File: config.mk
export PLATFORM = sky130hd
export DESIGN_NAME = two_axis_stepper_homing_jog_flat
export DESIGN_NICKNAME = d
export VERILOG_FILES = /design/src/rtl/core/shj_pkg.sv /design/src/rtl/core/shj_tick_if.sv /design/src/rtl/core/shj_drive_if.sv /design/src/rtl/core/shj_ctrl.sv /design/src/rtl/core/shj_emit.sv /design/src/rtl/core/two_axis_stepper_homing_jog.sv /design/src/flat_wrapper.sv
export SDC_FILE = /design/constraint.sdc
export NUM_CORES = 1
export LEC_CHECK = 0
export BUFFER_PORTS_ARGS = -buffer_cell sky130_fd_sc_hd__buf_2
export CAP_MARGIN = 15
export CORE_ASPECT_RATIO = 1.4
export CORE_UTILIZATION = 52
export DETAILED_ROUTE_END_ITERATION = 10
export GPL_TIMING_DRIVEN = 0
export PLACE_DENSITY = 0.68
export SLEW_MARGIN = 40
export SYNTH_ARGS = -nofsm -noshare
export SYNTH_HDL_FRONTEND = slang
export SYNTH_SLANG_ARGS = --single-unit
File: constraint.sdc
create_clock -name clk -period 5.2 [get_ports clk]
set_input_delay 0.78 -clock clk [delete_from_list [all_inputs] [get_ports clk]]
set_output_delay 0.78 -clock clk [all_outputs]
set_load 0.01 [all_outputs]
File: src/rtl/core/shj_pkg.sv
// ----------------------------------------------------------------------------
// shj_pkg
// Shared types, constants and the coil step pattern for the two-axis
// stepper homing and jog controller.
// ----------------------------------------------------------------------------
package shj_pkg;

  localparam int MAX_TRAVEL = 4095;
  localparam int PHASES     = 4;
  localparam int PH_W       = $clog2(PHASES);
  localparam int CNT_W      = $clog2(MAX_TRAVEL + 1) + 1;
  localparam int COIL_W     = 4;
  localparam int MODE_W     = 4;

  // Clockwise drive order; counter-clockwise is the same order reversed.
  localparam logic [COIL_W-1:0] PAT_CW [PHASES] = '{4'b0001, 4'b0100, 4'b0010, 4'b1000};

  typedef enum logic [MODE_W-1:0] {
    MODE_XY_SEARCH_RIGHT = 4'd0,
    MODE_XY_RETURN_LEFT  = 4'd1,
    MODE_XY_SEARCH_LEFT  = 4'd2,
    MODE_XY_RETURN_RIGHT = 4'd3,
    MODE_Z_SEARCH_DOWN   = 4'd4,
    MODE_Z_RETURN_UP     = 4'd5,
    MODE_Z_SEARCH_UP     = 4'd6,
    MODE_Z_RETURN_DOWN   = 4'd7,
    MODE_RUN             = 4'd8
  } mode_t;

  // Everything the beat emitter needs to replay one tick.
  typedef struct packed {
    mode_t             mode;
    logic [COIL_W-1:0] coil_xy;
    logic [COIL_W-1:0] coil_z;
    logic [COIL_W-1:0] coil_xy_mid;
    logic              xy_go;
    logic              xy_cw;
    logic              z_go;
    logic              z_cw;
  } shj_plan_t;

  function automatic logic [COIL_W-1:0] step_pattern(input logic cw,
                                                     input logic [PH_W-1:0] ph);
    logic [PH_W-1:0] k;
    k = cw ? ph : PH_W'(PHASES - 1) - ph;
    return PAT_CW[k];
  endfunction

endpackage

File: src/rtl/core/shj_tick_if.sv
// ----------------------------------------------------------------------------
// shj_tick_if
// Input channel: one control tick with jog buttons and limit switches.
// ----------------------------------------------------------------------------
interface shj_tick_if;
  logic valid;
  logic ready;
  logic command;
  logic btn_right;
  logic btn_left;
  logic btn_up;
  logic btn_down;
  logic switch_right;
  logic switch_left;
  logic switch_down;
  logic switch_up;

  modport source (
    output valid, command, btn_right, btn_left, btn_up, btn_down,
           switch_right, switch_left, switch_down, switch_up,
    input  ready
  );
  modport sink (
    input  valid, command, btn_right, btn_left, btn_up, btn_down,
           switch_right, switch_left, switch_down, switch_up,
    output ready
  );
endinterface

File: src/rtl/core/shj_drive_if.sv
// ----------------------------------------------------------------------------
// shj_drive_if
// Output channel: one coil drive pattern beat per handshake.
// ----------------------------------------------------------------------------
interface shj_drive_if;
  import shj_pkg::*;
  logic              valid;
  logic              ready;
  logic [COIL_W-1:0] coil_xy;
  logic [COIL_W-1:0] coil_z;
  logic [MODE_W-1:0] mode;
  logic              last;

  modport source (output valid, coil_xy, coil_z, mode, last, input ready);
  modport sink (input valid, coil_xy, coil_z, mode, last, output ready);
endinterface

File: src/rtl/core/shj_ctrl.sv
// ----------------------------------------------------------------------------
// shj_ctrl
// Homing sequencer and jog decision. Updates axis state once per tick and
// hands a step plan to the beat emitter.
// ----------------------------------------------------------------------------
module shj_ctrl
  import shj_pkg::*;
(
  input  logic          clk,
  input  logic          rst,
  shj_tick_if.sink      tick,
  output logic          plan_valid,
  output shj_plan_t     plan,
  input  logic          plan_take
);

  localparam logic signed [CNT_W-1:0] MAX_CNT  = CNT_W'(MAX_TRAVEL);
  localparam logic signed [CNT_W-1:0] CNT_ZERO = '0;
  localparam logic signed [CNT_W-1:0] CNT_ONE  = CNT_W'(1);

  mode_t                    mode_reg, mode_reg_next;
  logic signed [CNT_W-1:0]  pos_xy, pos_xy_next;
  logic signed [CNT_W-1:0]  pos_z, pos_z_next;
  logic signed [CNT_W-1:0]  limit_right, limit_right_next;
  logic signed [CNT_W-1:0]  limit_left, limit_left_next;
  logic signed [CNT_W-1:0]  limit_down, limit_down_next;
  logic signed [CNT_W-1:0]  limit_up, limit_up_next;
  logic signed [CNT_W-1:0]  return_count, return_count_next;
  logic [COIL_W-1:0]        coil_xy_reg, coil_z_reg;
  shj_plan_t                plan_next;
  logic                     xy_go, xy_cw, z_go, z_cw;
  logic                     conflict, accept;

  assign tick.ready = !plan_valid || plan_take;
  assign accept     = tick.valid && tick.ready;

  always_comb begin
    mode_reg_next     = mode_reg;
    pos_xy_next       = pos_xy;
    pos_z_next        = pos_z;
    limit_right_next  = limit_right;
    limit_left_next   = limit_left;
    limit_down_next   = limit_down;
    limit_up_next     = limit_up;
    return_count_next = return_count;
    xy_go             = 1'b0;
    xy_cw             = 1'b0;
    z_go              = 1'b0;
    z_cw              = 1'b0;
    conflict          = (tick.btn_right && tick.btn_left) || (tick.btn_up && tick.btn_down);

    if (tick.command) begin
      mode_reg_next     = MODE_XY_SEARCH_RIGHT;
      pos_xy_next       = CNT_ZERO;
      pos_z_next        = CNT_ZERO;
      limit_right_next  = CNT_ZERO;
      limit_left_next   = CNT_ZERO;
      limit_down_next   = CNT_ZERO;
      limit_up_next     = CNT_ZERO;
      return_count_next = CNT_ZERO;
    end else begin
      unique case (mode_reg)
        MODE_XY_SEARCH_RIGHT: begin
          if (tick.switch_right || limit_right >= MAX_CNT) begin
            return_count_next = limit_right;
            mode_reg_next     = MODE_XY_RETURN_LEFT;
          end else begin
            xy_go            = 1'b1;
            xy_cw            = 1'b1;
            limit_right_next = limit_right + CNT_ONE;
          end
        end
        MODE_XY_SEARCH_LEFT: begin
          if (tick.switch_left || limit_left <= -MAX_CNT) begin
            return_count_next = -limit_left;
            mode_reg_next     = MODE_XY_RETURN_RIGHT;
          end else begin
            xy_go           = 1'b1;
            limit_left_next = limit_left - CNT_ONE;
          end
        end
        MODE_Z_SEARCH_DOWN: begin
          if (tick.switch_down || limit_down >= MAX_CNT) begin
            return_count_next = limit_down;
            mode_reg_next     = MODE_Z_RETURN_UP;
          end else begin
            z_go            = 1'b1;
            z_cw            = 1'b1;
            limit_down_next = limit_down + CNT_ONE;
          end
        end
        MODE_Z_SEARCH_UP: begin
          if (tick.switch_up || limit_up <= -MAX_CNT) begin
            return_count_next = -limit_up;
            mode_reg_next     = MODE_Z_RETURN_DOWN;
          end else begin
            z_go          = 1'b1;
            limit_up_next = limit_up - CNT_ONE;
          end
        end
        MODE_XY_RETURN_LEFT, MODE_XY_RETURN_RIGHT,
        MODE_Z_RETURN_UP, MODE_Z_RETURN_DOWN: begin
          if (return_count <= CNT_ZERO) begin
            return_count_next = CNT_ZERO;
            if (mode_reg == MODE_XY_RETURN_RIGHT) begin
              pos_xy_next = CNT_ZERO;
            end
            if (mode_reg == MODE_Z_RETURN_DOWN) begin
              pos_z_next = CNT_ZERO;
            end
            mode_reg_next = mode_t'(mode_reg + MODE_W'(1));
          end else begin
            // Return phases of the Z axis start at the Z up return.
            if (mode_reg == MODE_Z_RETURN_UP || mode_reg == MODE_Z_RETURN_DOWN) begin
              z_go = 1'b1;
              z_cw = (mode_reg == MODE_Z_RETURN_DOWN);
            end else begin
              xy_go = 1'b1;
              xy_cw = (mode_reg == MODE_XY_RETURN_RIGHT);
            end
            return_count_next = return_count - CNT_ONE;
          end
        end
        default: begin
          if (!conflict) begin
            if (tick.btn_right && pos_xy < limit_right) begin
              xy_go       = 1'b1;
              xy_cw       = 1'b1;
              pos_xy_next = pos_xy + CNT_ONE;
            end else if (tick.btn_left && pos_xy > limit_left) begin
              xy_go       = 1'b1;
              pos_xy_next = pos_xy - CNT_ONE;
            end
            if (tick.btn_down && pos_z < limit_down) begin
              z_go       = 1'b1;
              z_cw       = 1'b1;
              pos_z_next = pos_z + CNT_ONE;
            end else if (tick.btn_up && pos_z > limit_up) begin
              z_go       = 1'b1;
              pos_z_next = pos_z - CNT_ONE;
            end
          end
          mode_reg_next = MODE_RUN;
        end
      endcase
    end

    plan_next.xy_go       = xy_go;
    plan_next.xy_cw       = xy_cw;
    plan_next.z_go        = z_go;
    plan_next.z_cw        = z_cw;
    plan_next.coil_xy     = coil_xy_reg;
    plan_next.coil_z      = coil_z_reg;
    plan_next.coil_xy_mid = xy_go ? step_pattern(xy_cw, PH_W'(PHASES - 1)) : coil_xy_reg;
    // Step beats report the mode during the tick, an idle beat the mode after it.
    plan_next.mode        = (xy_go || z_go) ? mode_reg : mode_reg_next;
  end

  always_ff @(posedge clk) begin
    if (rst) begin
      mode_reg     <= MODE_XY_SEARCH_RIGHT;
      pos_xy       <= '0;
      pos_z        <= '0;
      limit_right  <= '0;
      limit_left   <= '0;
      limit_down   <= '0;
      limit_up     <= '0;
      return_count <= '0;
      coil_xy_reg  <= '0;
      coil_z_reg   <= '0;
      plan_valid   <= 1'b0;
    end else if (accept) begin
      mode_reg     <= mode_reg_next;
      pos_xy       <= pos_xy_next;
      pos_z        <= pos_z_next;
      limit_right  <= limit_right_next;
      limit_left   <= limit_left_next;
      limit_down   <= limit_down_next;
      limit_up     <= limit_up_next;
      return_count <= return_count_next;
      coil_xy_reg  <= plan_next.coil_xy_mid;
      coil_z_reg   <= z_go ? step_pattern(z_cw, PH_W'(PHASES - 1)) : coil_z_reg;
      plan_valid   <= 1'b1;
    end else if (plan_take) begin
      plan_valid   <= 1'b0;
    end
  end

  always_ff @(posedge clk) begin
    if (accept) begin
      plan <= plan_next;
    end
  end

`ifndef SYNTHESIS
  // Jogging never leaves the learned travel window.
  a_run_in_window: assert property (@(posedge clk) disable iff (rst)
    mode_reg == MODE_RUN |-> (pos_xy <= limit_right && pos_xy >= limit_left &&
                              pos_z <= limit_down && pos_z >= limit_up))
    else $error("shj_ctrl: position outside learned limits");

  a_return_nonneg: assert property (@(posedge clk) disable iff (rst)
    !return_count[CNT_W-1])
    else $error("shj_ctrl: return count went negative");

  a_plan_held: assert property (@(posedge clk) disable iff (rst)
    plan_valid && !plan_take |=> plan_valid && $stable(plan))
    else $error("shj_ctrl: waiting plan changed before it was taken");
`endif

endmodule

File: src/rtl/core/shj_emit.sv
// ----------------------------------------------------------------------------
// shj_emit
// Beat emitter: replays one step plan as one, four or eight coil beats
// through a registered output stage.
// ----------------------------------------------------------------------------
module shj_emit
  import shj_pkg::*;
(
  input  logic          clk,
  input  logic          rst,
  input  logic          plan_valid,
  input  shj_plan_t     plan,
  output logic          plan_take,
  shj_drive_if.source   drive
);

  logic              busy;
  shj_plan_t         cur;
  logic [PH_W:0]     idx;
  logic [PH_W-1:0]   ph;
  logic              idle, seg_z, advance, beat_last;
  logic [COIL_W-1:0] beat_xy, beat_z;

  assign ph      = idx[PH_W-1:0];
  assign idle    = !cur.xy_go && !cur.z_go;
  // The XY steps come first; Z beats follow in the upper half when both move.
  assign seg_z   = cur.z_go && (!cur.xy_go || idx[PH_W]);
  assign beat_xy = idle ? cur.coil_xy :
                   seg_z ? cur.coil_xy_mid : step_pattern(cur.xy_cw, ph);
  assign beat_z  = seg_z ? step_pattern(cur.z_cw, ph) : cur.coil_z;
  assign beat_last = idle ||
                     (ph == PH_W'(PHASES - 1) && (!(cur.xy_go && cur.z_go) || idx[PH_W]));

  assign advance   = busy && (!drive.valid || drive.ready);
  assign plan_take = !busy || (advance && beat_last);

  always_ff @(posedge clk) begin
    if (rst) begin
      busy        <= 1'b0;
      drive.valid <= 1'b0;
      idx         <= '0;
    end else begin
      if (plan_take) begin
        busy <= plan_valid;
        idx  <= '0;
      end else if (advance) begin
        idx  <= idx + (PH_W + 1)'(1);
      end
      if (advance) begin
        drive.valid <= 1'b1;
      end else if (drive.ready) begin
        drive.valid <= 1'b0;
      end
    end
  end

  always_ff @(posedge clk) begin
    if (plan_take && plan_valid) begin
      cur <= plan;
    end
    if (advance) begin
      drive.coil_xy <= beat_xy;
      drive.coil_z  <= beat_z;
      drive.mode    <= cur.mode;
      drive.last    <= beat_last;
    end
  end

`ifndef SYNTHESIS
  a_plan_loaded: assert property (@(posedge clk) disable iff (rst)
    plan_take && plan_valid |=> busy)
    else $error("shj_emit: plan taken but emitter not busy");

  a_upper_half: assert property (@(posedge clk) disable iff (rst)
    busy && idx[PH_W] |-> (cur.xy_go && cur.z_go))
    else $error("shj_emit: second step segment without two axes moving");

  a_coil_onehot: assert property (@(posedge clk) disable iff (rst)
    drive.valid |-> ($onehot0(drive.coil_xy) && $onehot0(drive.coil_z)))
    else $error("shj_emit: coil pattern drives more than one coil");
`endif

endmodule

File: src/rtl/core/two_axis_stepper_homing_jog.sv
// An accepted tick's plan is registered in the controller, loaded into the emitter's plan
// register and then sent through the output register. Beats leave at one per cycle while
// the receiver is ready; a tick yields one, four or eight beats, one plan at a time.
// A new tick is taken while the previous one is still being emitted.
// Reset (rst, synchronous) enters the XY right search with counts, limits and coils zero.
// ----------------------------------------------------------------------------
// two_axis_stepper_homing_jog
// Two-axis stepper controller: homes XY then Z against their end switches,
// then jogs both axes inside the learned limits from the jog buttons.
// ----------------------------------------------------------------------------
module two_axis_stepper_homing_jog
  import shj_pkg::*;
(
  input  logic        clk,
  input  logic        rst,
  shj_tick_if.sink    tick,
  shj_drive_if.source drive
);

  logic      plan_valid;
  logic      plan_take;
  shj_plan_t plan;

  shj_ctrl u_ctrl (
    .clk        (clk),
    .rst        (rst),
    .tick       (tick),
    .plan_valid (plan_valid),
    .plan       (plan),
    .plan_take  (plan_take)
  );

  shj_emit u_emit (
    .clk        (clk),
    .rst        (rst),
    .plan_valid (plan_valid),
    .plan       (plan),
    .plan_take  (plan_take),
    .drive      (drive)
  );

endmodule

File: src/flat_wrapper.sv
// flat-port wrapper written by rule: the top's interface ports become plain ports
module two_axis_stepper_homing_jog_flat import shj_pkg::*;
  (clk, rst, tick_valid, tick_command, tick_btn_right, tick_btn_left, tick_btn_up, tick_btn_down, tick_switch_right, tick_switch_left, tick_switch_down, tick_switch_up, tick_ready, drive_valid, drive_coil_xy, drive_coil_z, drive_mode, drive_last, drive_ready);
  shj_tick_if tick_i ();
  shj_drive_if drive_i ();
  input  logic clk;
  input  logic rst;
  input wire logic [$bits(tick_i.valid)-1:0] tick_valid;
  input wire logic [$bits(tick_i.command)-1:0] tick_command;
  input wire logic [$bits(tick_i.btn_right)-1:0] tick_btn_right;
  input wire logic [$bits(tick_i.btn_left)-1:0] tick_btn_left;
  input wire logic [$bits(tick_i.btn_up)-1:0] tick_btn_up;
  input wire logic [$bits(tick_i.btn_down)-1:0] tick_btn_down;
  input wire logic [$bits(tick_i.switch_right)-1:0] tick_switch_right;
  input wire logic [$bits(tick_i.switch_left)-1:0] tick_switch_left;
  input wire logic [$bits(tick_i.switch_down)-1:0] tick_switch_down;
  input wire logic [$bits(tick_i.switch_up)-1:0] tick_switch_up;
  output wire logic [$bits(tick_i.ready)-1:0] tick_ready;
  output wire logic [$bits(drive_i.valid)-1:0] drive_valid;
  output wire logic [$bits(drive_i.coil_xy)-1:0] drive_coil_xy;
  output wire logic [$bits(drive_i.coil_z)-1:0] drive_coil_z;
  output wire logic [$bits(drive_i.mode)-1:0] drive_mode;
  output wire logic [$bits(drive_i.last)-1:0] drive_last;
  input wire logic [$bits(drive_i.ready)-1:0] drive_ready;
  assign tick_i.valid = tick_valid;
  assign tick_i.command = tick_command;
  assign tick_i.btn_right = tick_btn_right;
  assign tick_i.btn_left = tick_btn_left;
  assign tick_i.btn_up = tick_btn_up;
  assign tick_i.btn_down = tick_btn_down;
  assign tick_i.switch_right = tick_switch_right;
  assign tick_i.switch_left = tick_switch_left;
  assign tick_i.switch_down = tick_switch_down;
  assign tick_i.switch_up = tick_switch_up;
  assign tick_ready = tick_i.ready;
  assign drive_valid = drive_i.valid;
  assign drive_coil_xy = drive_i.coil_xy;
  assign drive_coil_z = drive_i.coil_z;
  assign drive_mode = drive_i.mode;
  assign drive_last = drive_i.last;
  assign drive_i.ready = drive_ready;
  two_axis_stepper_homing_jog u_core (.clk(clk), .rst(rst), .tick(tick_i), .drive(drive_i));
endmodule
======== Yosys cells after proc, flatten, opt, wreduce, memory -nomap -nowiden ========
Index checks and enable logic that the tools add are counted.
operators by class
  equal/unequal tests ..................... 21
  bitwise operators ....................... 4
  $lt $le $gt $ge ......................... 13
  multiplexer cells ....................... 95
  reductions and logical operators ........ 58
  $add $sub $neg .......................... 14
operators by type and width
  kind                   count
  $mux 13                30
  $mux 4                 19
  $pmux 13 s5            1
  $sub 13x2->13 const B  5
  $add 13x2->13 const B  4
  $pmux 13 s2            2
  $bmux 4 s2             4
  $mux 1                 30
  $ge 13x13->1 const B   2
  $gt 13x13->1           2
  $le 13x13->1 const B   2
  $lt 13x13->1           2
  $neg 13->13            2
  $ne 3x3->1 const B     7
  $pmux 4 s5             1
  $reduce_and 6->1       3
  $eq 4x3->1 const B     4
  $logic_and 1x1->1      14
  $le 13x1->1 const B    1
  $logic_or 1x1->1       13
  $ge 3x3->1 const B     4
  $not 2->3              4
  $reduce_and 3->1       4
  $reduce_bool 2->1      6
  20 further kinds       39
word-level totals
  register bits after elaboration ......... 162
  word-level logic and storage cells ...... 239

======== Logic depth before layout (Yosys ltp) ========
Gate-level depths: netlist (run 1).
  depth in word-level cells ............... 12
  depth in mapped cells ................... 17

======== By module ========
A second synthesis (run 1) with hierarchy kept.
second synthesis, totals
  cell total of the unflattened synthesis .. 1168
  area, all modules ....................... 10163.5 um2
by module, submodules not included
  module    cells an instance  times used  area each (um2)  seq. area each (um2)
  shj_ctrl  1060               1           8578.2           2582.5
  shj_emit  108                1           1585.3           1091.0

======== Worst setup path before layout (run 1) ========
Ideal clock, no wire load.
  path kind ............................... register to register
  from .................................... register u_core.u_ctrl.limit_down[8]
  to ...................................... register u_core.u_ctrl.pos_z[12]
  data arrival time ....................... 3806 ps
  cell stages (with the launch flop) ...... 16
  buffers on the path ..................... 0
  library setup time ...................... 75 ps
  slack ................................... 1319 ps
  cell sequence ........................... dfxtp_1 inv_1 ha_1 a2111oi_0 o221ai_1 o22a_1 o21a_1 ha_1 and2b_1 o31ai_1 a211oi_1 nor4_1 o21bai_1 xnor2_1 or4_1 a31oi_1
between the ends
  word-level cells in the longest chain between the ends .. 6
  elaborated cells between the ends (all ways) .. 8
  those cells by class .................... 1 x order compare; 4 x mux; 3 x reduce/logical
RTL lines
  what                    line             RTL
  start, declared         shj_ctrl.sv:26   logic signed [CNT_W-1:0] limit_down, limit_down_next;
  start signal, assigned  shj_ctrl.sv:178  limit_down <= limit_down_next;
  $lt 13x13->1 *          shj_ctrl.sv:134  if (tick.btn_down && pos_z < limit_down) begin
  $logic_and 1x1->1 *     shj_ctrl.sv:134
  $mux 13                 shj_ctrl.sv:134
  $mux 13                 shj_ctrl.sv:125  if (!conflict) begin
  $pmux 13 s2             shj_ctrl.sv:62   unique case (mode_reg)
  $mux 13                 shj_ctrl.sv:52   if (tick.command) begin
  end signal, assigned    shj_ctrl.sv:175  pos_z <= pos_z_next;
  end, declared           shj_ctrl.sv:23   logic signed [CNT_W-1:0] pos_z, pos_z_next;
Mark *: on every way between the ends. The rest lies on a longest branch, timed or not. The select of a mux whose other input is x is not followed.
A chain may end at the register's enable or synchronous reset.

======== Worst setup path in the final report (run 1) ========
Ends and elaborated chain as after synthesis.

==> results of run 1 <==
-- stage by stage --
| step | setup WS (ns) | instance area [um2] | std cells |
|---|---|---|---|
| after global placement | 0.3906 | 10400 | 1435 |
| after floorplan | 1.319 | 9965 | 1165 |
| final | 0.5418 | 11060 | 1468 |
| after global routing | 0.1779 | 11060 | 1468 |
| after detailed placement | 0.4480 | 10420 | 1435 |
| after CTS | 0.3722 | 11030 | 1467 |
-- cells in the mapped netlist, types with 5 or more instances --
library cell / number
sky130_fd_sc_hd__nor2_1: 120
sky130_fd_sc_hd__a21oi_1: 109
sky130_fd_sc_hd__dfxtp_1: 107
sky130_fd_sc_hd__nand2_1: 95
sky130_fd_sc_hd__ha_1: 86
sky130_fd_sc_hd__inv_1: 77
sky130_fd_sc_hd__o21ai_0: 63
sky130_fd_sc_hd__xnor2_1: 50
sky130_fd_sc_hd__edfxtp_1: 49
sky130_fd_sc_hd__nand3_1: 43
sky130_fd_sc_hd__clkbuf_1: 29
sky130_fd_sc_hd__nor3_1: 26
sky130_fd_sc_hd__nand2b_1: 18
sky130_fd_sc_hd__or3_1: 18
sky130_fd_sc_hd__nand4_1: 17
sky130_fd_sc_hd__nor2b_1: 16
sky130_fd_sc_hd__a211oi_1: 14
sky130_fd_sc_hd__xor2_1: 14
sky130_fd_sc_hd__a22oi_1: 13
sky130_fd_sc_hd__nor4_1: 10
sky130_fd_sc_hd__and2_1: 9
sky130_fd_sc_hd__o211ai_1: 9
sky130_fd_sc_hd__o21a_1: 9
sky130_fd_sc_hd__o21bai_1: 9
sky130_fd_sc_hd__o221ai_1: 9
sky130_fd_sc_hd__a31oi_1: 8
sky130_fd_sc_hd__mux2i_1: 8
sky130_fd_sc_hd__nor3b_1: 7
sky130_fd_sc_hd__a21o_1: 6
sky130_fd_sc_hd__and3_1: 6
sky130_fd_sc_hd__or4_1: 6
sky130_fd_sc_hd__a221oi_1: 5
sky130_fd_sc_hd__a311oi_1: 5
sky130_fd_sc_hd__a31o_2: 5
sky130_fd_sc_hd__o2111ai_1: 5
sky130_fd_sc_hd__o31ai_1: 5
sky130_fd_sc_hd__or2_2: 5
-- per-layer routing --
layer	wire length, um	vias to the layer above	share of wire, %	track usage, %
li1	-	4317	-	-
met1	11020	4190	39	32.68
met2	14270	258	50	51.82
met3	1329	85	4.7	4.911
met4	1682	0	5.9	16.57
met5	0	-	0	0
-- area by class of cell --
cell class | instances | area, um2 | area share [%]
multi-input cells | 887 | 5869 | 53.07
repair buffers | 27 | 141.4 | 1.278
well taps | 244 | 305.3 | 2.760
clock inverters | 15 | 185.2 | 1.674
plain buffers | 43 | 219.0 | 1.980
clock buffers | 17 | 425.4 | 3.846
flip-flops and latches | 156 | 3613 | 32.67
inverters | 79 | 301.5 | 2.726
-- worst max-delay path: stages (launching register included) --
cell and delay, ns:
sky130_fd_sc_hd__dfxtp_1 0.42, sky130_fd_sc_hd__inv_1 0.08, sky130_fd_sc_hd__ha_1 0.31, sky130_fd_sc_hd__a2111oi_0 0.42
sky130_fd_sc_hd__o221ai_1 0.19, sky130_fd_sc_hd__o22a_1 0.23, sky130_fd_sc_hd__o21a_1 0.47, sky130_fd_sc_hd__inv_1 0.34
sky130_fd_sc_hd__fa_1 0.24, sky130_fd_sc_hd__and2b_1 0.21, sky130_fd_sc_hd__o31ai_2 0.36, sky130_fd_sc_hd__a211oi_1 0.17
sky130_fd_sc_hd__nor4_1 0.28, sky130_fd_sc_hd__o21bai_1 0.13, sky130_fd_sc_hd__xnor2_1 0.14, sky130_fd_sc_hd__or4_1 0.42
sky130_fd_sc_hd__a31oi_1 0.17
-- report_power, final --
part | switching, W | leakage (nW) | internal (W) | total [W]
Combinational | 0.00168 | 2.46 | 0.00130 | 0.00298
Sequential | 0.000120 | 1.34 | 0.00135 | 0.00147
Clock | 0.000630 | 0.295 | 0.000657 | 0.00129
Total | 0.00243 | 4.10 | 0.00330 | 0.00573
-- kinds of logic after synthesis --
logic type | Yosys count | synth area share [%]
AOI/OAI and AO/OA | 311 | 20.18
xor gates and xnor gates | 64 | 5.625
adders and majority gates | 88 | 11.20
buffers and inverters | 122 | 5.211
DFF | 156 | 36.26
muxes | 11 | 1.143
and+or+nand+nor | 413 | 20.38
-- worst max path at each step --
| stage | startpoint | end | slack, ns |
|---|---|---|---|
| 3_5_place_dp | u_core.u_ctrl.limit_down[8]$_SDFFE_PP0P_ | u_core.u_ctrl.pos_z[12]$_SDFFE_PP0P_ | 0.45 |
| 3_3_place_gp | u_core.u_ctrl.limit_down[8]$_SDFFE_PP0P_ | u_core.u_ctrl.pos_z[12]$_SDFFE_PP0P_ | 0.39 |
| 6_report | u_core.u_ctrl.limit_down[8]$_SDFFE_PP0P_ | u_core.u_ctrl.pos_z[12]$_SDFFE_PP0P_ | 0.54 |
| 5_1_grt | u_core.u_ctrl.limit_down[8]$_SDFFE_PP0P_ | u_core.u_ctrl.pos_z[12]$_SDFFE_PP0P_ | 0.18 |
| 4_1_cts | u_core.u_ctrl.limit_down[8]$_SDFFE_PP0P_ | u_core.u_ctrl.pos_z[12]$_SDFFE_PP0P_ | 0.37 |
| 2_1_floorplan | u_core.u_ctrl.limit_down[8]$_SDFFE_PP0P_ | u_core.u_ctrl.pos_z[12]$_SDFFE_PP0P_ | 1.32 |
==> metrics.md, run 1 <==
| Metric | Value |
|---|---|
| Unrepaired setup endpoints after global routing | no |
| Die outline width | approximately 120 um |
| Transition time at the pin with the least slew margin | roughly 0.96 ns |
| Vertical extent of the die | approximately 170 um |
| Total congestion overflow after global routing | 0 |
| Detailed-route wire length per cell | slightly below 20 um |
| CP required | 5.56 ns |
| Quantity of hold-fixing buffers added after cts | 0 |
| Global-route wire length before repair | ~44,000 um |
| Dpl hpwl | approximately 22,000 um |
| Residual antenna-violating net count after detailed routing | 0 |
| Status | finished clean |
| Core utilization of the finished layout | a little under 60% |
| Placeable core area | 18,680 um2 |
| CP max FO | 15 |
| Final Hold Slack | slightly above 0.4 ns |
| Post-Synthesis Net Count | ~1,300 |
| Capture endpoint of the worst hold path | u_core.u_emit.drive.mode[3]$_DFFE_PP_ |
| Classification of the worst setup path | register to register |
| Number of register bits inferred by synthesis | about 160 |
| Post-Syn Area | 9965 um2 |
| Number of distinct library cells after synthesis | slightly below 90 |
| Leading cell types by total area after synthesis | sky130_fd_sc_hd__dfxtp_1 (21%), sky130_fd_sc_hd__edfxtp_1 (15%), sky130_fd_sc_hd__ha_1 (11%) |
| Count of flip-flops with a built-in enable after synthesis | between 40 and 50 |
| Count of mapped cells out of synthesis | approximately 1,200 |
| Initial Utilization | 53.35% |
| Initial antenna violation count | 0 |
| Number of synthesis warnings | 0 |
| Via density per instance | 6.029 |
| Clock period minus worst slack | between 4 and 5 ns |
| Register clock-pin slew on the reported worst setup and hold paths | 0.07 ns |
| Sum of internal, switching and leakage power | between 0.005 and 0.006 W |
| Clock latency on the worst-skew pair | around 0.44 ns |
| Number of clock sinks | ~160 |
| Number of remaining DRC errors | 0 |
| Highest-count cells in the layout ignoring fill and taps | sky130_fd_sc_hd__nor2_1 (120), sky130_fd_sc_hd__a21oi_1 (109), sky130_fd_sc_hd__dfxtp_1 (107), sky130_fd_sc_hd__nand2_1 (95), sky130_fd_sc_hd__ha_1 (86) |
| Synthesis-to-finish area growth | 11.00% |
| # nets final | around 1,300 |
| Diode insertion count for antenna repair | 0 |
| Cts bufs inserted | 17 |
| Clock skew | between 0.01 and 0.015 ns |
| Data arrival at the endpoint of the critical path | ~5.0 ns |
| Setup fix buffers added after clock tree synthesis | 0 |
| Maximum number of pins on one net before global-route repair | 28 |
| Critical Path End Type | register |
| Fill cell total of the finished layout | about 1,700 |
| Maximum VDD drop | about 0.45 mV |
| Power density over cell area | ~520 nW/um2 |
| Async set-reset flop share out of synthesis | 0% |
| Resize count post-CTS | 0 |
| Maximum clock path buffer count | 2 |
| Synth Flop Type | sky130_fd_sc_hd__dfxtp_1 |
| Cell at the root of the clock tree | sky130_fd_sc_hd__clkbuf_16 |
| Number of ports placed on the die boundary | 28 |
| Final-report max-slew violation count | 0 |
| Reg-to-reg critical path startpoint | u_core.u_ctrl.limit_down[8]$_SDFFE_PP0P_ |
| Total via count in the routed design | 8,850 |
| Cell count of the worst reg-to-reg path | 16 |
| Area of the die | 19,730 um2 |
| Remaining max-slew budget at the tightest pin | 35.61% |
| Vias in the first global route | roughly 8,300 |
| Maximum frequency from static timing analysis | between 200 and 250 MHz |
| First-pass iteration count of the detailed router | 7 |
| Rows | 59 |
| Layout cell share with drive strength beyond 1 | 8.660% |
| Number of endpoints with negative hold slack in the final report | 0 |
| Fraction of the cycle the final worst path needs | 89.58% |
| Mean cell area of the mapped netlist | 8.553 um2 |
| Final number of setup-violating endpoints | 0 |
| Post-synthesis cell type with the largest combined area | sky130_fd_sc_hd__dfxtp_1 |
| WHS Path Cells | 0 |
| Reg2reg setup slack | between 0.5 and 0.6 ns |
| Class of the worst hold path | register to register |
| Number of max-cap violations | 0 |
| Setup Total Neg Slack | 0 ns |
| Portion of synthesized cell area occupied by the leading cell type | 21.50% |
| Launch instance of the worst min-delay path | u_core.u_emit.cur[19]$_DFFE_PP_ |
| Detailed router's first-iteration violation count | ~650 |
| Weighted congestion reported at the end of routability-driven placement | ~0.99 |
| Critical register-to-register path endpoint | u_core.u_ctrl.pos_z[12]$_SDFFE_PP0P_ |
| H-Tree Level Count | 4 |
| Count of buffers inserted at the top-level ports | 26 |
| Sequential element share of the synthesized area | 36.26% |
| Gr usage total | ~29% |
| Total leakage power | around 4.1 nW |
| Clock tree from TritonCTS | yes |
| Most frequent standard cell in the layout excluding fill and tap cells | sky130_fd_sc_hd__nor2_1 |
| Nature of the critical path startpoint | register |
| Post-detailed-routing wire length | around 28,000 um |
| Registers with the most flip-flops | u_core.u_ctrl.plan: 18 flops, u_core.u_emit.cur: 18 flops |
Note: power is estimated with default switching activity, not from simulation.
==> inputs of run 2 (changes only) <==
- PLACE_DENSITY: 0.68 -> 0.7
==> run 2 against run 1 <==
Net effect: clock-buffer cell count stayed put; core utilization fell by 0.14 points; sequential share of layout area increased by 0.078 points; global-route usage is 0.43 points higher; first-iteration DRC count rose by 11%; largest cell class unchanged.
==> metrics.md, run 2 (synthesis gave the netlist of run 1 again) <==
| Metric | Value |
|---|---|
| Combined area of the multi-input logic cells | 5864 um2 (about the same) |
| Dpl hpwl | 21,770 um (-0.37%) |
| Initial Utilization | 53.35% (unchanged) |
| Data arrival at the endpoint of the critical path | 5.16 ns (+0.14 ns) |
| Rows | 59 (unchanged) |
| Initial antenna violation count | 0 (unchanged) |
| Most common cell type on the critical path | sky130_fd_sc_hd__inv_1 |
| Register clock-pin slew on the reported worst setup and hold paths | 0.07 ns (about the same) |
| Number of clock sinks | 156 (unchanged) |
| Nature of the critical path startpoint | register |
| Global-route wire length before repair | 45,050 um (+1.3%) |
| Synthesis-to-finish area growth | 10.74% |
| Cts bufs inserted | 17 (unchanged) |
| CP max FO | 15 (unchanged) |
| Maximum number of pins on one net before global-route repair | 28 (unchanged) |
| Final number of setup-violating endpoints | 0 (unchanged) |
| CP top delay family | compound AO/OA/AOI/OAI gates |
| Clock skew | 0.01158 ns (+0.00002550 ns) |
| Detailed-route wire length per cell | 19.25 um (-0.13%) |
| Final-report max-slew violation count | 0 (unchanged) |
| First-pass iteration count of the detailed router | 7 (unchanged) |
| Combinational share of power | 51.9% (about the same) |
| Placeable core area | 18,680 um2 (unchanged) |
| Most frequent standard cell in the layout excluding fill and tap cells | sky130_fd_sc_hd__nor2_1 |
| Slowest stage cell, crit path | sky130_fd_sc_hd__o31ai_1 |
| Share of total power consumed by net switching | 42.06% (-0.33 points) |
| Number of remaining DRC errors | 0 (unchanged) |
| Via density per instance | 6.002 (-0.44%) |
| Layout cell share with drive strength beyond 1 | 8.504% (-0.16 points) |
| Capture endpoint of the worst hold path | u_core.u_emit.cur[11]$_DFFE_PP_ |
| Reg2reg setup slack | 0.40 ns (-0.14 ns) |
| FF/Latch Area | 3613 um2 (unchanged) |
| H-Tree Level Count | 4 (unchanged) |
| Delay contributed by the slowest stage of the critical path | 0.49 ns (+0.02 ns) |
| Highest-count cells in the layout ignoring fill and taps | sky130_fd_sc_hd__nor2_1 (120), sky130_fd_sc_hd__a21oi_1 (109), sky130_fd_sc_hd__dfxtp_1 (107), sky130_fd_sc_hd__nand2_1 (95), sky130_fd_sc_hd__ha_1 (86) |
| Clock latency on the worst-skew pair | 0.44 ns (about the same) |
| Maximum clock path buffer count | 2 (unchanged) |
| Fraction of the cycle the final worst path needs | 92.32% (+2.7 points) |
| Post-detailed-routing wire length | 28,240 um (-0.20%) |
| Total congestion overflow after global routing | 0 (unchanged) |
| Vias in the first global route | 8,422 (+1.1%) |
| Cell count of the worst reg-to-reg path | 16 (unchanged) |
| Setup fix buffers added after clock tree synthesis | 0 (unchanged) |
| Total via count in the routed design | 8,805 (-0.51%) |
| Clock tree from TritonCTS | yes |
| Class of the worst hold path | register to register |
| Weighted congestion reported at the end of routability-driven placement | 0.9992 (+1.3%) |
| Die outline width | 119.0 um (unchanged) |
| Maximum frequency from static timing analysis | 208.3 MHz (-3.0%) |
| Vertical extent of the die | 165.8 um (unchanged) |
| Number of endpoints with negative hold slack in the final report | 0 (unchanged) |
| Clock period minus worst slack | 4.800 ns (+0.1422 ns) |
| Critical register-to-register path endpoint | u_core.u_ctrl.pos_z[12]$_SDFFE_PP0P_ |
| Unrepaired setup endpoints after global routing | no |
| Resize count post-CTS | 0 (unchanged) |
| Cell area after placement | 10,420 um2 (about the same) |
| Cell at the root of the clock tree | sky130_fd_sc_hd__clkbuf_16 |
| Classification of the worst setup path | register to register |
| Share of power burned in registers | 25.8% (+0.2 points) |
| Critical path, cell by cell | inv_1 -> ha_1 -> a2111oi_0 -> o221ai_1 -> o22a_1 -> o21a_1 -> inv_1 -> fa_1 -> and2b_1 -> o31ai_1 -> a211oi_1 -> nor4_1 -> o21bai_1 -> xnor2_1 -> or4_1 -> a31oi_1 |
| Remaining max-slew budget at the tightest pin | 46.13% (+11 points) |
| Residual antenna-violating net count after detailed routing | 0 (unchanged) |
| Area of the die | 19,730 um2 (unchanged) |
| Fill cell total of the finished layout | 1,720 (+1.7%) |
| Maximum VDD drop | 0.4971 mV (+11%) |
| Detailed router's first-iteration violation count | 719 (+11%) |
| Quantity of hold-fixing buffers added after cts | 0 (unchanged) |
| Registers with the most flip-flops | u_core.u_ctrl.plan: 18 flops, u_core.u_emit.cur: 18 flops |
| Internal portion of total power | 0.003294 W (-0.27%) |
| Final instance area | 11,030 um2 (-0.24%) |
| Net switching power figure | 0.002392 W (-1.6%) |
| CP required | 5.56 ns (about the same) |
| Launch instance of the worst min-delay path | u_core.u_ctrl.plan[11]$_DFFE_PP_ |
| Count of buffers inserted at the top-level ports | 26 (unchanged) |
| Transition time at the pin with the least slew margin | 0.8006 ns (-0.1594 ns) |
| Number of ports placed on the die boundary | 28 (unchanged) |
| Reg-to-reg critical path startpoint | u_core.u_ctrl.limit_down[8]$_SDFFE_PP0P_ |
| Status | finished clean |
| Clock share of power | 22.3% (about the same) |
| Total leakage power | 4.089 nW (-0.20%) |
| Critical path buffers and inverters | 2 (unchanged) |
| Number of max-cap violations | 0 (unchanged) |
| Setup Total Neg Slack | 0 ns (unchanged) |
| Gr usage total | 29.62% (+0.43 points) |
| Critical Path End Type | register |
| WHS Path Cells | 0 (unchanged) |
| Final Hold Slack | 0.4157 ns (+0.002023 ns) |
| Power density over cell area | 515.3 nW/um2 (-0.60%) |
| Diode insertion count for antenna repair | 0 (unchanged) |
| # nets final | 1,311 (-0.076%) |
run 2: cell type report:
class	instances	area share [%]
buffer	43	1.984
clock buffer	17	3.855
clock inverter	15	1.587
inverter	79	2.733
multi-input combinational	887	53.15
sequential	156	32.75
tap	244	2.767
timing repair buffer	26	1.179
run 2: how the worst max path moves through the flow:
stage,start,end,depth (start not counted),slack [ns]
4_1_cts,u_core.u_ctrl.limit_down[8]$_SDFFE_PP0P_,u_core.u_ctrl.pos_z[12]$_SDFFE_PP0P_,16,0.46
3_3_place_gp,u_core.u_ctrl.limit_right[7]$_SDFFE_PP0P_,u_core.u_ctrl.pos_xy[12]$_SDFFE_PP0P_,17,0.36
3_5_place_dp,u_core.u_ctrl.limit_down[8]$_SDFFE_PP0P_,u_core.u_ctrl.pos_z[12]$_SDFFE_PP0P_,16,0.45
6_report,u_core.u_ctrl.limit_down[8]$_SDFFE_PP0P_,u_core.u_ctrl.pos_z[12]$_SDFFE_PP0P_,16,0.40
2_1_floorplan,u_core.u_ctrl.limit_down[8]$_SDFFE_PP0P_,u_core.u_ctrl.pos_z[12]$_SDFFE_PP0P_,15,1.32
5_1_grt,u_core.u_ctrl.limit_down[8]$_SDFFE_PP0P_,u_core.u_ctrl.pos_z[12]$_SDFFE_PP0P_,16,0.0005
run 2: through the flow:
step,util [%],worst slack (ns),instances,power [W]
floorplan,-,1.319,1165,0.003800
global placement,55.68,0.3612,1435,0.004351
detailed placement,55.77,0.4450,1435,0.004402
CTS,58.99,0.4562,1467,0.005683
global route,59.08,0.0004960,1467,0.006133
finish,59.08,0.3996,1467,0.005686
run 2: power groups by stage:
stage | clock network, W | logic, W | registers [W]
floorplan | 0 | 0.00235 | 0.00145
global placement | 0 | 0.00286 | 0.00149
detailed placement | 0 | 0.00291 | 0.00149
CTS | 0.00128 | 0.00294 | 0.00146
global route | 0.00133 | 0.00332 | 0.00148
finish | 0.00127 | 0.00295 | 0.00147
run 2: per-layer routing:
layer	share of wire [%]	global-route usage [%]
met3	4.5	4.773
met5	0	0
met2	50	51.82
met1	40	33.44
met4	6.2	18.05
